==> src/rtl/m61rh_pkg.sv <==
// shared types, constants and codes of the rolling hash unit
package m61rh_pkg;

  localparam int MAX_LEN_DEFAULT = 1024;
  localparam int HASH_W          = 61;
  localparam int LEN_FIELD_W     = 11;
  localparam int QUEUE_DEPTH     = 2;

  localparam logic [HASH_W-1:0] HASH_MOD      = {HASH_W{1'b1}};
  localparam logic [HASH_W-1:0] BASE_RESET    = 61'd131;
  localparam logic [7:0]        SYMBOL_OFFSET = 8'h60;

  // item opcodes
  localparam logic [1:0] OP_APPEND = 2'd0;
  localparam logic [1:0] OP_QUERY  = 2'd1;
  localparam logic [1:0] OP_CLEAR  = 2'd2;

  // address slots carried with a command
  // append: read H[n], read P[n], write slot for n+1
  // query: read H[start], read P[end-start], read H[end]
  localparam int ADDR_H0 = 0;
  localparam int ADDR_P  = 1;
  localparam int ADDR_H1 = 2;
  localparam int ADDR_SLOTS = 3;

  typedef struct packed {
    logic [1:0]             opcode;
    logic [7:0]             symbol;
    logic [LEN_FIELD_W-1:0] start_index;
    logic [LEN_FIELD_W-1:0] end_index;
  } item_t;

  typedef struct packed {
    logic [HASH_W-1:0]      hash_value;
    logic                   error;
    logic [LEN_FIELD_W-1:0] string_length;
  } result_t;

  typedef enum logic [1:0] {
    KIND_PLAIN,
    KIND_APPEND,
    KIND_QUERY
  } cmd_kind_t;

  // classified command handed from front to back
  typedef struct packed {
    cmd_kind_t              kind;
    logic                   error;
    logic [HASH_W-1:0]      value;
    logic [LEN_FIELD_W-1:0] length;
  } cmd_meta_t;

  localparam int META_W = $bits(cmd_meta_t);

  typedef enum logic [2:0] {
    BK_IDLE,
    BK_READ,
    BK_MUL_H,
    BK_MUL_P,
    BK_FINISH
  } back_state_t;

endpackage

==> src/rtl/m61rh_front.sv <==
// front end: takes items, tracks string length, classifies and queues commands
module m61rh_front #(
  parameter int MAX_LEN = m61rh_pkg::MAX_LEN_DEFAULT,
  localparam int IDX_W  = $clog2(MAX_LEN + 1)
) (
  input  logic                                               clk,
  input  logic                                               rst,
  input  logic                                               item_valid,
  output logic                                               item_stall,
  input  m61rh_pkg::item_t                                   item,
  input  logic                                               queue_full,
  output logic                                               push,
  output m61rh_pkg::cmd_meta_t                               meta,
  output logic [m61rh_pkg::ADDR_SLOTS-1:0][IDX_W-1:0]        addrs
);

  localparam int CMP_W = (IDX_W > m61rh_pkg::LEN_FIELD_W) ? IDX_W : m61rh_pkg::LEN_FIELD_W;

  logic [IDX_W-1:0]             length;
  logic [IDX_W-1:0]             length_next;
  logic [CMP_W-1:0]             len_c;
  logic [CMP_W-1:0]             st_c;
  logic [CMP_W-1:0]             en_c;
  logic [m61rh_pkg::HASH_W-1:0] sym_value;

  assign len_c = CMP_W'(length);
  assign st_c  = CMP_W'(item.start_index);
  assign en_c  = CMP_W'(item.end_index);

  // byte minus offset, taken modulo p
  assign sym_value = (item.symbol >= m61rh_pkg::SYMBOL_OFFSET)
                   ? m61rh_pkg::HASH_W'(item.symbol - m61rh_pkg::SYMBOL_OFFSET)
                   : m61rh_pkg::HASH_MOD
                     - m61rh_pkg::HASH_W'(m61rh_pkg::SYMBOL_OFFSET - item.symbol);

  // classification; refused items become plain results with error set
  always_comb begin
    meta.kind   = m61rh_pkg::KIND_PLAIN;
    meta.error  = 1'b1;
    meta.value  = sym_value;
    length_next = length;
    addrs       = '0;
    unique case (item.opcode)
      m61rh_pkg::OP_APPEND: begin
        if (len_c < CMP_W'(MAX_LEN)) begin
          meta.kind                 = m61rh_pkg::KIND_APPEND;
          meta.error                = 1'b0;
          addrs[m61rh_pkg::ADDR_H0] = length;
          addrs[m61rh_pkg::ADDR_P]  = length;
          addrs[m61rh_pkg::ADDR_H1] = length + IDX_W'(1);
          length_next               = length + IDX_W'(1);
        end
      end
      m61rh_pkg::OP_QUERY: begin
        if (st_c <= en_c && en_c <= len_c) begin
          meta.kind                 = m61rh_pkg::KIND_QUERY;
          meta.error                = 1'b0;
          addrs[m61rh_pkg::ADDR_H0] = IDX_W'(st_c);
          addrs[m61rh_pkg::ADDR_P]  = IDX_W'(en_c - st_c);
          addrs[m61rh_pkg::ADDR_H1] = IDX_W'(en_c);
        end
      end
      m61rh_pkg::OP_CLEAR: begin
        meta.error  = 1'b0;
        length_next = '0;
      end
      default: begin
        meta.error = 1'b1;
      end
    endcase
    meta.length = m61rh_pkg::LEN_FIELD_W'(length_next);
  end

  // handshake toward the queue
  assign push       = item_valid && !queue_full;
  assign item_stall = queue_full;

  // string length as seen by accepted items
  always_ff @(posedge clk) begin
    if (rst) begin
      length <= '0;
    end else if (push) begin
      length <= length_next;
    end
  end

endmodule

==> config.mk <==
export PLATFORM = sky130hd
export DESIGN_NAME = m61rh_front
export DESIGN_NICKNAME = d
export VERILOG_FILES = /design/src/rtl/m61rh_pkg.sv /design/src/rtl/m61rh_front.sv
export SDC_FILE = /design/constraint.sdc
export NUM_CORES = 1
export LEC_CHECK = 0
export BUFFER_PORTS_ARGS = -buffer_cell sky130_fd_sc_hd__buf_2
export CAP_MARGIN = 25
export CORE_MARGIN = 2
export CORE_UTILIZATION = 49
export DETAILED_ROUTE_END_ITERATION = 16
export PLACE_DENSITY = 0.95
export SLEW_MARGIN = 20
export SYNTH_ARGS = -nofsm -noshare
export SYNTH_HDL_FRONTEND = slang
export SYNTH_SLANG_ARGS = --single-unit
export TNS_END_PERCENT = 100
==> constraint.sdc <==
create_clock -name clk -period 11.9 [get_ports clk]
set_input_delay 3.57 -clock clk [delete_from_list [all_inputs] [get_ports clk]]
set_output_delay 3.57 -clock clk [all_outputs]
set_load 0.01 [all_outputs]
* Yosys cells after proc, flatten, opt, wreduce, memory -nomap -nowiden
Index checks and enable logic that the tools add are counted.
** Cells by class
- Add/subtract/negate cells :: 5
- Order comparisons :: 4
- Equality and inequality tests :: 2
- Muxes and demuxes :: 10
- Reductions and logical operators :: 4
** Operators with widths (count)
- $mux W33 :: 2
- $pmux W33 S2 :: 1
- $mux W61 :: 1
- $le A11 B11 Y1 :: 2
- $pmux W11 S2 :: 1
- $add A11 B1 Y11 const B :: 1
- $lt A11 B11 Y1 const B :: 1
- $mux W11 :: 1
- $sub A11 B11 Y11 :: 1
- $sub A1 B9 Y10 const A :: 1
- $sub A7 B8 Y9 const A :: 1
- $sub A8 B7 Y9 const B :: 1
- $ge A8 B7 Y1 const B :: 1
- $pmux W2 S2 :: 1
- $mux W3 :: 1
- $pmux W1 S3 :: 1
- $eq A2 B1 Y1 const B :: 1
- $eq A2 B2 Y1 const B :: 1
- $logic_and A1 B1 Y1 :: 2
- $logic_not A2 Y1 :: 1
- $mux W2 :: 1
- $logic_not A1 Y1 :: 1
** Word-level totals
- Register bits after elaboration :: 11
- Input bits :: 36
- Logic and storage cells :: 26

* Logic depth before layout (Yosys ltp)
- Depth after elaboration :: 4
- Depth in mapped cells :: 10

* Least setup slack after synthesis
OpenSTA, ideal clock, no wires.
- Path type :: input to output
- Start :: input port item[27] in the netlist's numbering
- End :: output port meta[20] in the netlist's numbering
- Arrival time :: 5990 ps
- Data required time :: 8330 ps
- Setup slack :: 2340 ps
- Stages on the path :: 2
- Path through :: a21oi_1 > buf_4
** RTL lines
- start: declaration :: RTL line m61rh_front.sv:10 : input m61rh_pkg::item_t item,
- end: declaration :: RTL line m61rh_front.sv:13 : output m61rh_pkg::cmd_meta_t meta,

==> flow_metrics.tcl <==
set metrics [dict create \
    wl_per_cell_um 14.57 \
    cts_tree "built" \
    r2r-start "len_c[0]$_SDFFE_PP0P_" \
    fill_cells 476 \
    antenna_cells 0 \
    dieArea_um2 5821 \
    yosys_warnings 0 \
    p_sw_mw 0.08280 \
    synth_commonest_cells "53 x buf_4, 38 x inv_1, 28 x ha_1, 26 x a21oi_1, 25 x nor2_1" \
    fin_nets 506 \
    async_flop_share 0 \
    clkTransAtPathRegs_ns 0.05 \
    rrSetupSlack_ns 9.81 \
    synthAdderAreaFrac 0.1446 \
    track_usage 0.2348 \
    swShare 0.4350 \
    dr.pass1.iters 5 \
    synthMuxAreaShare 0 \
    synth.avg_cell_area_um2 7.114 \
    critPathMaxFanout 3 \
    antenna_found_initial 0 \
    h-tree-depth 1 \
    grt_overflow 0 \
    setup_tns_ns 0 \
    grt_max_degree 54 \
    p_seq_frac 0.225 \
    maxCapViolCount 0 \
    place_congestion 0.9178 \
    skew_ns 0.002184 \
    synth.distinct_cells 56 \
    largest_register_ffs 11 \
    cp.required_ns 8.33 \
    drive_gt1_frac 0.3682 \
    port_buffers 145 \
    cts_setup_buffers 0 \
    period_share 0.7932 \
    die_w_um 76.30 \
    p_int_mw 0.1075 \
    cts_hold_buf 0 \
    yosysSeqAreaShare 0.08598 \
    root_buffer "clkbuf_8" \
    r2r-end "len_c[8]$_SDFFE_PP0P_" \
    area_growth_pct 15.73 \
    route.vias.total 2910 \
    ys_ff_latch 11 \
    hold_path_class "reg -> reg" \
    clk_latency_ns 0.25 \
    status "completed" \
    ant_nets 0 \
    vdd_drop_max_mv 0.04681 \
    yosys.area_share.simple 0.1656 \
    hold_viol 0 \
    syn_inst 360 \
    yosysTopAreaCellShare 0.1553 \
    tightest_slew_ns 0.8767 \
    yosys_most_used_dff "dfxtp_1" \
    worstSetupEndpointType "primary output" \
    leakagePower_nw 1.635 \
    synth_area_leaders "buf_4 16%, ha_1 14%, dfxtp_1 8.6%" \
    cts_buffers 3 \
    slew_violations 0 \
    post_cts_resized 0 \
    maxSlewHeadroom 0.4091 \
    post-route-util 0.5841 \
    max_freq_mhz 105.9 \
    setup_viol 0 \
    hpwl_um 5826 \
    clockBufferDepth 2 \
    io_pins 146 \
    clock_sinks 11 \
    synth_area_leader_cell "buf_4" \
    fin_crit_ns 9.439 \
    synth.most_common_cell "buf_4" \
    first_global_vias 2538 \
    synth_compound_area_frac 0.2926 \
    via_per_inst 5.706 \
    comb_power_share 0.569 \
    p_per_area_nw_per_um2 64.22 \
    hold_path_startpoint "len_c[4]$_SDFFE_PP0P_" \
    drtIter0Drc 365 \
    cp-start-kind "input port" \
    syn_area_um2 2561 \
    critPathKind "in -> out" \
    placed_area_um2 2904 \
    drc 0 \
    die_h_um 76.30 \
    synth_edf_count 0 \
    rr_worst_depth 6 \
    final_cell_area_um2 2964 \
    rsz0062_at_grt "no" \
    syn-num-nets 425 \
    core_area_um2 5075 \
    placementRows 26 \
    p_clk_frac 0.206 \
    grt_pass1_wl_um 11690 \
    worstPathArrival_ns 5.87 \
    initial_utilization 0.5047 \
    synth_xor_area_frac 0.06155 \
    min_path_cells 2 \
    synth_top_family_by_area "compound AO/OA/AOI/OAI gates" \
    holdPathEnd "len_c[4]$_SDFFE_PP0P_" \
    wirelength_um 7429 \
]
## cell type report
cell class | count | area [µm²] | share of cell area
repair buffers | 148 | 755.7 | 0.2550
multi-input cells | 237 | 1705 | 0.5754
flip-flops and latches | 11 | 220.2 | 0.07429
well taps | 70 | 87.58 | 0.02955
clock buffers | 4 | 45.04 | 0.01520
inverters | 40 | 150.1 | 0.05065
## critical path: stages
cell	delay [ns]
buf_2	0.09
inv_1	0.10
ha_1	0.18
inv_1	0.05
fa_1	0.41
a211o_1	0.28
a21oi_1	0.19
o21ai_1	0.16
or4b_1	0.49
a31oi_1	0.18
buf_2	0.16
## stage by stage
stage	hold slack, ns	setup WS (ns)	std cells	power (mW)
2_1_floorplan	0.5156	2.340	360	0.1280
3_3_place_gp	0.5521	2.531	505	0.1461
3_5_place_dp	0.5636	2.506	505	0.1497
4_1_cts	0.5700	2.484	509	0.1876
5_1_grt	0.6310	2.389	510	0.2023
6_report	0.5872	2.461	510	0.1903
## metal layers
| metal | global-route usage | wire (µm) | vias to the layer above |
|---|---|---|---|
| li1 | - | - | 1405 |
| met1 | 0.3014 | 3115 | 1316 |
| met2 | 0.3982 | 3565 | 169 |
| met3 | 0.03199 | 599 | 20 |
| met4 | 0.08909 | 148 | 0 |
| met5 | 0 | 0 | - |
## power by group through the flow
stage	registers, mW	clock network, mW	logic (mW)
6_report	0.0428	0.0392	0.108
5_1_grt	0.0432	0.0401	0.119
4_1_cts	0.0425	0.0381	0.107
3_5_place_dp	0.0433	0	0.106
3_3_place_gp	0.0431	0	0.103
2_1_floorplan	0.0408	0	0.0873
## worst max-delay path by stage
stage	slack, ns	cells past startpoint	end	from
detailed placement	2.51	11	addrs[21]	item[0]
finish	2.46	11	addrs[21]	item[0]
global route	2.39	9	addrs[31]	item[4]
floorplan	2.34	2	meta[20]	item[27]
global placement	2.53	11	addrs[21]	item[0]
CTS	2.48	11	addrs[21]	item[0]
## cells in the final DEF (no fill, tap or decap), types with 3 or more instances in the layout
| cell type | netlist | routed |
|---|---|---|
| buf_2 | 10 | 145 |
| inv_1 | 38 | 38 |
| ha_1 | 28 | 28 |
| a21oi_1 | 26 | 25 |
| nor2_1 | 25 | 25 |
| o22ai_1 | 16 | 16 |
| nand2_1 | 13 | 13 |
| xnor2_1 | 13 | 13 |
| o21ai_0 | 11 | 11 |
| dfxtp_1 | 11 | 11 |
| nand3_1 | 10 | 10 |
| a22o_1 | 7 | 7 |
| a21o_1 | 7 | 7 |
| o31ai_1 | 6 | 6 |
| nand4_1 | 5 | 5 |
| nor3_1 | 5 | 5 |
| xor2_1 | 5 | 5 |
| or3_1 | 4 | 4 |
| a31oi_1 | 4 | 4 |
| o21ai_1 | 3 | 3 |
| o21a_1 | 3 | 3 |
| o311a_1 | 3 | 3 |
| a211oi_1 | 3 | 3 |
| clkbuf_8 | 0 | 3 |
## cell families (layout without fill, tap and decap cells)
family                   Yosys count  after routing
AND/OR/NAND/NOR                   81             81
adder cells (fa/ha/maj)           29             29
buffers and inverters            112            192
flip-flops                        11             11
AO/OA/AOI/OAI                    109            109
XOR/XNOR                          18             18
Note: power is estimated with default switching activity, not from simulation.
