[src/rtl/m61rh_pkg.sv]
// shared types, constants and codes of the rolling hash unit
package m61rh_pkg;

  localparam int MAX_LEN_DEFAULT = 1024;
  localparam int HASH_W          = 61;
  localparam int LEN_FIELD_W     = 11;
  localparam int QUEUE_DEPTH     = 2;

  localparam logic [HASH_W-1:0] HASH_MOD      = {HASH_W{1'b1}};
  localparam logic [HASH_W-1:0] BASE_RESET    = 61'd131;
  localparam logic [7:0]        SYMBOL_OFFSET = 8'h60;

  // item opcodes
  localparam logic [1:0] OP_APPEND = 2'd0;
  localparam logic [1:0] OP_QUERY  = 2'd1;
  localparam logic [1:0] OP_CLEAR  = 2'd2;

  // address slots carried with a command
  // append: read H[n], read P[n], write slot for n+1
  // query: read H[start], read P[end-start], read H[end]
  localparam int ADDR_H0 = 0;
  localparam int ADDR_P  = 1;
  localparam int ADDR_H1 = 2;
  localparam int ADDR_SLOTS = 3;

  typedef struct packed {
    logic [1:0]             opcode;
    logic [7:0]             symbol;
    logic [LEN_FIELD_W-1:0] start_index;
    logic [LEN_FIELD_W-1:0] end_index;
  } item_t;

  typedef struct packed {
    logic [HASH_W-1:0]      hash_value;
    logic                   error;
    logic [LEN_FIELD_W-1:0] string_length;
  } result_t;

  typedef enum logic [1:0] {
    KIND_PLAIN,
    KIND_APPEND,
    KIND_QUERY
  } cmd_kind_t;

  // classified command handed from front to back
  typedef struct packed {
    cmd_kind_t              kind;
    logic                   error;
    logic [HASH_W-1:0]      value;
    logic [LEN_FIELD_W-1:0] length;
  } cmd_meta_t;

  localparam int META_W = $bits(cmd_meta_t);

  typedef enum logic [2:0] {
    BK_IDLE,
    BK_READ,
    BK_MUL_H,
    BK_MUL_P,
    BK_FINISH
  } back_state_t;

endpackage

[src/rtl/m61rh_fifo.sv]
// short command queue between front and back
module m61rh_fifo #(
  parameter int DATA_W = m61rh_pkg::META_W,
  parameter int DEPTH  = m61rh_pkg::QUEUE_DEPTH
) (
  input  logic              clk,
  input  logic              rst,
  input  logic              push,
  input  logic [DATA_W-1:0] wdata,
  output logic              full,
  input  logic              pop,
  output logic [DATA_W-1:0] rdata,
  output logic              empty
);

  localparam int PTR_W = (DEPTH > 1) ? $clog2(DEPTH) : 1;
  localparam int CNT_W = $clog2(DEPTH + 1);

  logic [DATA_W-1:0] slots [DEPTH];
  logic [PTR_W-1:0]  wptr;
  logic [PTR_W-1:0]  rptr;
  logic [CNT_W-1:0]  count;

  function automatic logic [PTR_W-1:0] advance(input logic [PTR_W-1:0] ptr);
    return (ptr == PTR_W'(DEPTH - 1)) ? '0 : ptr + PTR_W'(1);
  endfunction

  // status and head
  assign full  = (count == CNT_W'(DEPTH));
  assign empty = (count == '0);
  assign rdata = slots[rptr];

  // pointers and fill count
  always_ff @(posedge clk) begin
    if (rst) begin
      wptr  <= '0;
      rptr  <= '0;
      count <= '0;
    end else begin
      if (push) begin
        wptr <= advance(wptr);
      end
      if (pop) begin
        rptr <= advance(rptr);
      end
      if (push && !pop) begin
        count <= count + CNT_W'(1);
      end else if (pop && !push) begin
        count <= count - CNT_W'(1);
      end
    end
  end

  // storage
  always_ff @(posedge clk) begin
    if (push) begin
      slots[wptr] <= wdata;
    end
  end

endmodule

[config.mk]
export PLATFORM = sky130hd
export DESIGN_NAME = m61rh_fifo
export DESIGN_NICKNAME = d
export VERILOG_FILES = /design/src/rtl/m61rh_pkg.sv /design/src/rtl/m61rh_fifo.sv
export SDC_FILE = /design/constraint.sdc
export NUM_CORES = 1
export LEC_CHECK = 0
export BUFFER_PORTS_ARGS = -buffer_cell sky130_fd_sc_hd__buf_2
export CORE_MARGIN = 2
export CORE_UTILIZATION = 55
export DETAILED_ROUTE_END_ITERATION = 6
export PLACE_DENSITY = 0.86
export SETUP_SLACK_MARGIN = 0.5
export SLEW_MARGIN = 20
export SYNTH_ARGS = -nofsm -noshare
export SYNTH_HDL_FRONTEND = slang
export SYNTH_SLANG_ARGS = --single-unit
export TNS_END_PERCENT = 5
[constraint.sdc]
create_clock -name clk -period 7.93 [get_ports clk]
set_input_delay 0.3965 -clock clk [delete_from_list [all_inputs] [get_ports clk]]
set_output_delay 0.3965 -clock clk [all_outputs]
set_load 0.02 [all_outputs]
==> Word level (Yosys, flattened, before mapping) <==
Memory sizes are Yosys's and may differ from the RTL's. A register that Yosys moved wholly into a read port is not among the register bits.
Cells that the tools add are included.
{ "totals": {"regBits": 4, "ram_bits": 150, "in_bits": 79, "out_inout_bits": 77, "wordCells": 23, "mem_count": 1} }
{ "memory_table": {"columns": ["memory", "depth", "width", "rd", "rd_ports_with_merged_regs", "wr", "line", "text"], "rows": [
  ["slots", 2, 75, 1, 1, 1, "m61rh_fifo.sv:19", "logic [DATA_W-1:0] slots [DEPTH];"]
]} }
{ "op_classes": {"add_sub_neg": 4, "n_eq_ne": 1, "mux": 8, "reduce_logical": 6} }
{ "ops": {"columns": ["operator", "n"], "rows": [
  ["$mux 1", 6],
  ["$mux 2", 2],
  ["$add 1x1->1 const B", 2],
  ["$add 2x1->2 const B", 1],
  ["$eq 2x2->1 const B", 1],
  ["$logic_and 1x1->1", 2],
  ["$logic_not 1->1", 2],
  ["$logic_not 2->1", 1],
  ["$reduce_bool 2->1", 1],
  ["$sub 2x1->2 const B", 1]
]} }

==> Logic depth before layout (Yosys ltp) <==
Gate-level depths: netlist (run 1).
{ "depth": {"depth_word": 4, "ltp_mapped": 5, "mapped_depth_nobuf": 5} }

==> Least setup slack after synthesis (run 1) <==
OpenSTA, ideal clock, no wires.
{ "synth_timing": {"path_kind": "in2reg", "from": "in push", "to": "mem slots[0][0] in the netlist's numbering (enable)", "setup_ps": 518, "t_arrival_ps": 3681, "required_ps": 7412, "setup_slack_ps": 3732, "path_stages": 1, "path_buffers": 0, "path_cell_list": "nor2b_1"} }
{ "synth_via": {"elab_chain_cells": 2} }
{ "synth_rtl": {"columns": ["item", "line", "text"], "rows": [
  ["start: declaration", "m61rh_fifo.sv:8", "input logic push,"],
  ["$mux 1", "m61rh_fifo.sv:56", "if (push) begin"],
  ["$mux 1 (implied by the code)", "m61rh_fifo.sv:57", "slots[wptr] <= wdata;"],
  ["end: declaration", "m61rh_fifo.sv:19", null]
]} }
Every way passes these cells.

==> run metrics, run 1 <==
commonest non-fill, non-tap cells in the layout=buf_2 (155), edfxtp_1 (150), mux2_2 (75); DIE WIDTH=105 um; row count=36; Synth warnings=0; Chip Height=105 um; number of CTS-inserted buffers=17; Final Hold Viols=0; DRT iter0 DRCs=137; initial antenna violation count=0; most common cell after layout, fill and taps aside=buf_2; WS Path Type=reg -> out; Initial Util=57.1%; GPL Wtd Cong=0.712; Required @ worst endpoint=7530 ps; max_slew headroom=29.7%; r2r startpoint=wptr; DRC violations left=0; routed vias/inst=5.11; Mean Syn Cell Area=22.1 sq um; nets=502; CP max stage delay=940 ps; critical path startpoint category=register; Seq pwr share=50.8%; fin crit share=32.3%; Max Root-Sink Buffers=2; worst skew pair latency=510 ps; Max-cap violations=0; TNS Setup=0 ps; DRT Pass-1 Iters=4; antenna cell count=0; synth unique cells=17; reg2reg path depth=2; vias in the first global route=2946; max-slew violations=0; CP Max Fanout=75; CP max-delay cell=dfxtp_4; WP data arrival=2170 ps; clock root buffer=clkbuf_8; Syn Inst Count=255; Internal=0.00149 W; # clock sinks=155; Yosys reg bits=155; Gate power share=10.9%; switching power total=0.000444 W; maximum vdd drop=0.160 mV; Total GRT Usage=17.7%; switch share=22.9%; grt total ovfl=0; crit-path cells=mux2_2 -> buf_2; critical path depth=2; synthesized area=0.00563 sq mm; Critical Path End=rdata[55]; total detailed-routing wirelength=9530 um; WL per Instance=16.8 um; PortBufs=155; CTS resizes=0; hold_buf cts=0; Clk pin slew, worst setup/hold paths=60 ps; Post-synth ARST share=0%; Post-CTS Setup Inserts=0; worst clock skew=5.23 ps; Area growth, synth to finish=25.6%; pwr/cell area=274 mW/mm^2; io pins=156; flop2flop setup slack=5750 ps; fillcell total=635; number of synthesized flops with an enable pin=150; final setup fails=0; worst path buffer plus inverter count=1; CP endpoint kind=output port; largest net degree at the start of global routing=76; ys flop type=edfxtp_1; DP HPWL=6030 um; hold slack final=74.6 ps; HP Class=in -> reg; run status=completed; transition time of the tightest slew-check pin=1050 ps; Max Freq=0.390 GHz; reg-to-reg endpoint=slots[0][16]; register area share after synthesis=81.8%; Pleak=2.66 nW; global-route wire length before repair=14800 um; fin crit period=2560 ps; core area=0.00986 sq mm; Max H-tree Level=4; Clock Power Share=38.3%; share of layout cells above drive strength 1=60.5%; die area=0.0111 sq mm; fin util=71.7%; RSZ-0062 raised after global routing=no; CTS tree=yes; delay-heaviest family, CP=flip-flops; Routed Antenna Nets=0; routed vias=2901; Mapped Nets=335
-- sequential cells by signal (all words and copies together), names as in the netlist, named ones only --
register,cells
rptr,1
wptr,1
slots,150
count,2
-- cells by family (layout without fill, tap and decap cells) --
| group | after synthesis | count (layout) | synth area share [%] |
|---|---|---|---|
| XOR/XNOR | 4 | 4 | 0.622 |
| multiplexers | 75 | 75 | 15.0 |
| buffers and inverters | 9 | 189 | 1.38 |
| flip-flops | 155 | 155 | 81.8 |
| AO/OA/AOI/OAI | 2 | 2 | 0.178 |
| AND/OR/NAND/NOR | 9 | 9 | 0.822 |
| adder cells (fa/ha/maj) | 1 | 1 | 0.222 |
-- synthesized netlist by cell type, types with 2 or more instances --
cell | instances | area [sq um]
xor2_1 | 2 | 17.5
dfxtp_1 | 5 | 100
buf_2 | 2 | 10.0
mux2_2 | 75 | 845
xnor2_1 | 2 | 17.5
nor2_1 | 5 | 18.8
edfxtp_1 | 150 | 4500
buf_6 | 5 | 56.3
-- through the flow --
stage / cell area, sq um / setup WS [ps] / power, W / instances
finish: 7070 / 5370 / 0.00193 / 568
global route: 7070 / 5270 / 0.00200 / 568
floorplan: 5630 / 3730 / 0.00114 / 255
CTS: 7070 / 5350 / 0.00195 / 568
detailed placement: 6520 / 5480 / 0.00121 / 536
global placement: 6520 / 5560 / 0.00121 / 536
-- how the worst min path moves through the flow --
stage                    from      endpoint  slack [ps]  cells after the start
global placement     count[1]      count[1]         480                      2
global route        wdata[27]  slots[0][27]          50                      1
floorplan            count[1]      count[1]         460                      2
detailed placement       rptr      register         510                      2
finish              wdata[49]  slots[1][49]          70                      1
CTS                 wdata[17]  slots[1][17]          50                      1
-- final cells by class --
class                      instances  area, sq um  share of cell area, %
sequential                       155         4610                   65.2
multi-input combinational         91          958                   13.6
timing repair buffer             156          783                   11.1
clock buffer                      20          425                   6.02
tap                              133          166                   2.35
clock inverter                    12          125                   1.77
inverter                           1         3.75                 0.0531
-- per-layer routing --
metal	part of all wire, %	global-route usage, %	vias to the layer above
li1	-	-	1344
met1	43	23.0	1421
met2	49	27.9	118
met3	5.7	4.93	18
met4	1.8	7.81	0
met5	0	0	-
-- power by group through the flow --
stage,Sequential [W],Combinational (W),Clock (W)
global route,0.000988,0.000225,0.000787
detailed placement,0.00100,0.000212,0
finish,0.000983,0.000211,0.000740
global placement,0.000997,0.000208,0
CTS,0.000984,0.000214,0.000753
floorplan,0.000985,0.000150,0
Note: power is estimated with default switching activity, not from simulation.
==> run 2: changes to the inputs <==
--- a/config.mk
+++ b/config.mk
@@ -5,11 +5,12 @@
 export SDC_FILE = /design/constraint.sdc
 export NUM_CORES = 1
 export LEC_CHECK = 0
+export ABC_AREA = 1
 export BUFFER_PORTS_ARGS = -buffer_cell sky130_fd_sc_hd__buf_2
 export CORE_MARGIN = 2
-export CORE_UTILIZATION = 55
+export CORE_UTILIZATION = 47
 export DETAILED_ROUTE_END_ITERATION = 6
-export PLACE_DENSITY = 0.86
+export PLACE_DENSITY = 0.78
 export SETUP_SLACK_MARGIN = 0.5
 export SLEW_MARGIN = 20
 export SYNTH_ARGS = -nofsm -noshare
==> constraint.sdc (replaced) <==
create_clock -name clk -period 2.2 [get_ports clk]
set_input_delay 0.11 -clock clk [delete_from_list [all_inputs] [get_ports clk]]
set_output_delay 0.11 -clock clk [all_outputs]
set_load 0.02 [all_outputs]
==> run metrics, run 2 <==
run status=completed; die area=0.0133 sq mm; Hold Startpoint=wdata[72]; hold slack final=416 ps; RSZ-0062 raised after global routing=yes; Yosys reg bits=155; DRT Pass-1 Iters=4; grt total ovfl=0; clock root buffer=clkbuf_16; Mean Syn Cell Area=22.0 sq um; max_slew headroom=61.3%; Chip Height=115 um; vias in the first global route=3488; Routed Antenna Nets=0; # clock sinks=155; most frequent cell after synthesis=edfxtp_1; commonest non-fill, non-tap cells in the layout=edfxtp_1 (150), buf_2 (143), dlygate4sd3_1 (79); initial antenna violation count=0; worst clock skew=4.78 ps; TNS Setup=0 ps; critical path startpoint category=register; GPL Wtd Cong=0.649; WP data arrival=1630 ps; Final Hold Viols=0; io pins=156; CP Max Fanout=6; max-slew violations=0; Synth warnings=0; core area=0.0121 sq mm; nets=606; Total GRT Usage=17.1%; fillcell total=756; Post-synth ARST share=0%; Max-cap violations=0; max reg flops=150; DIE WIDTH=115 um; Synth top area share=77.1%; CTS tree=yes; Required @ worst endpoint=2090 ps; largest net degree at the start of global routing=47; most common cell after layout, fill and taps aside=edfxtp_1; top cells by count, synth=edfxtp_1 (150), mux2_4 (50), mux2_2 (25); WS Path Type=reg -> out; Clk pin slew, worst setup/hold paths=60 ps; Max Root-Sink Buffers=2; worst skew pair latency=410 ps; final instance area=0.00845 sq mm; CP endpoint kind=output port; Initial Util=48.4%; Pleak=3.37 nW; global-route wire length before repair=16700 um; flop2flop setup slack=900 ps; Area growth, synth to finish=44.7%; area leader, netlist=edfxtp_1; register area share after synthesis=78.8%; Largest Register=slots; antenna cell count=0; DP Area=0.00684 sq mm; fin crit share=79.1%; number of synthesized flops with an enable pin=150; ys flop type=edfxtp_1; HP Class=in -> reg; DRT iter0 DRCs=156; share of layout cells above drive strength 1=51.4%; number of CTS-inserted buffers=17; DP HPWL=6590 um; PortBufs=155; final setup fails=0; total detailed-routing wirelength=12100 um; DRC violations left=0; transition time of the tightest slew-check pin=581 ps; r2r startpoint=wptr; routed vias/inst=4.71; fin crit period=1740 ps; synthesized area=0.00584 sq mm; Regs by FF count=slots: 150 flops, count: 2 flops; maximum vdd drop=0.538 mV; Max Freq=0.575 GHz; WL per Instance=17.2 um; synth unique cells=16; Syn Inst Count=266; Mapped Nets=346; top cells by area, synth=edfxtp_1 (77%), mux2_4 (13%), mux2_2 (4.8%); routed vias=3329; Max H-tree Level=4; pwr/cell area=848 mW/mm^2; row count=40
==> run 2: per-layer routing <==
metal | GRT usage [%] | wire (um) | share of wire (%)
met1 | 18.8 | 4870 | 40
met2 | 30.6 | 6370 | 52
met3 | 4.76 | 684 | 5.6
met4 | 7.87 | 219 | 1.8
met5 | 0 | 0 | 0
==> run 2: layout make-up <==
class	instances	area (sq um)	share of cell area, %
tap	168	210	2.49
multi-input combinational	94	1150	13.6
timing repair buffer	249	1920	22.7
clock inverter	10	76.3	0.903
clock buffer	22	454	5.38
sequential	155	4610	54.6
inverter	9	37.5	0.444
==> run 2: final timing paths <==
check,end,cells past startpoint
setup / recovery,rdata[12],4
hold / removal,slots[0][72],2
setup reg to reg,slots[0][18],2
hold reg to reg,wptr,2
==> run 2: cells by family (layout without fill, tap and decap cells) <==
| family | after synthesis | in the layout | share of synthesized area (%) |
|---|---|---|---|
| multiplexers | 75 | 75 | 17.7 |
| AND/OR/NAND/NOR | 15 | 15 | 1.05 |
| XOR/XNOR | 1 | 1 | 0.150 |
| AO/OA/AOI/OAI | 2 | 2 | 0.171 |
| flip-flops | 155 | 155 | 78.8 |
| buffers and inverters | 17 | 290 | 1.91 |
| adder cells (fa/ha/maj) | 1 | 1 | 0.214 |
==> run 2: worst max-delay path, cell delays in order (launching register included) <==
cell	delay (ps)
dfxtp_4	420
buf_8	170
clkbuf_16	170
mux2_4	310
buf_6	130
==> run 2: through the flow <==
step / cells / power, W / util (%) / worst slack, ps
detailed placement: 587 / 0.00439 / 56.7 / 733
floorplan: 266 / 0.00410 / - / 317
global route: 707 / 0.00743 / 70.1 / 428
finish: 707 / 0.00717 / 70.1 / 460
CTS: 698 / 0.00711 / 67.8 / 434
global placement: 587 / 0.00436 / 56.7 / 752
==> run 2: power breakdown <==
group          internal, W  leakage, nW  switching, W
Clock              0.00156        0.265       0.00103
Sequential         0.00342         1.45     0.0000504
Combinational     0.000565         1.66      0.000539
==> run 2: repair_timing <==
item / in CTS / in global routing
hold endpoints to repair: 153 / 0
pin swaps: 0 / 0
hold buffers: 79 / 0
cloned: 0 / 7
endpoints found under the setup margin: 58 / 75
setup buffers: 0 / 2
gates resized for setup: 3 / 38
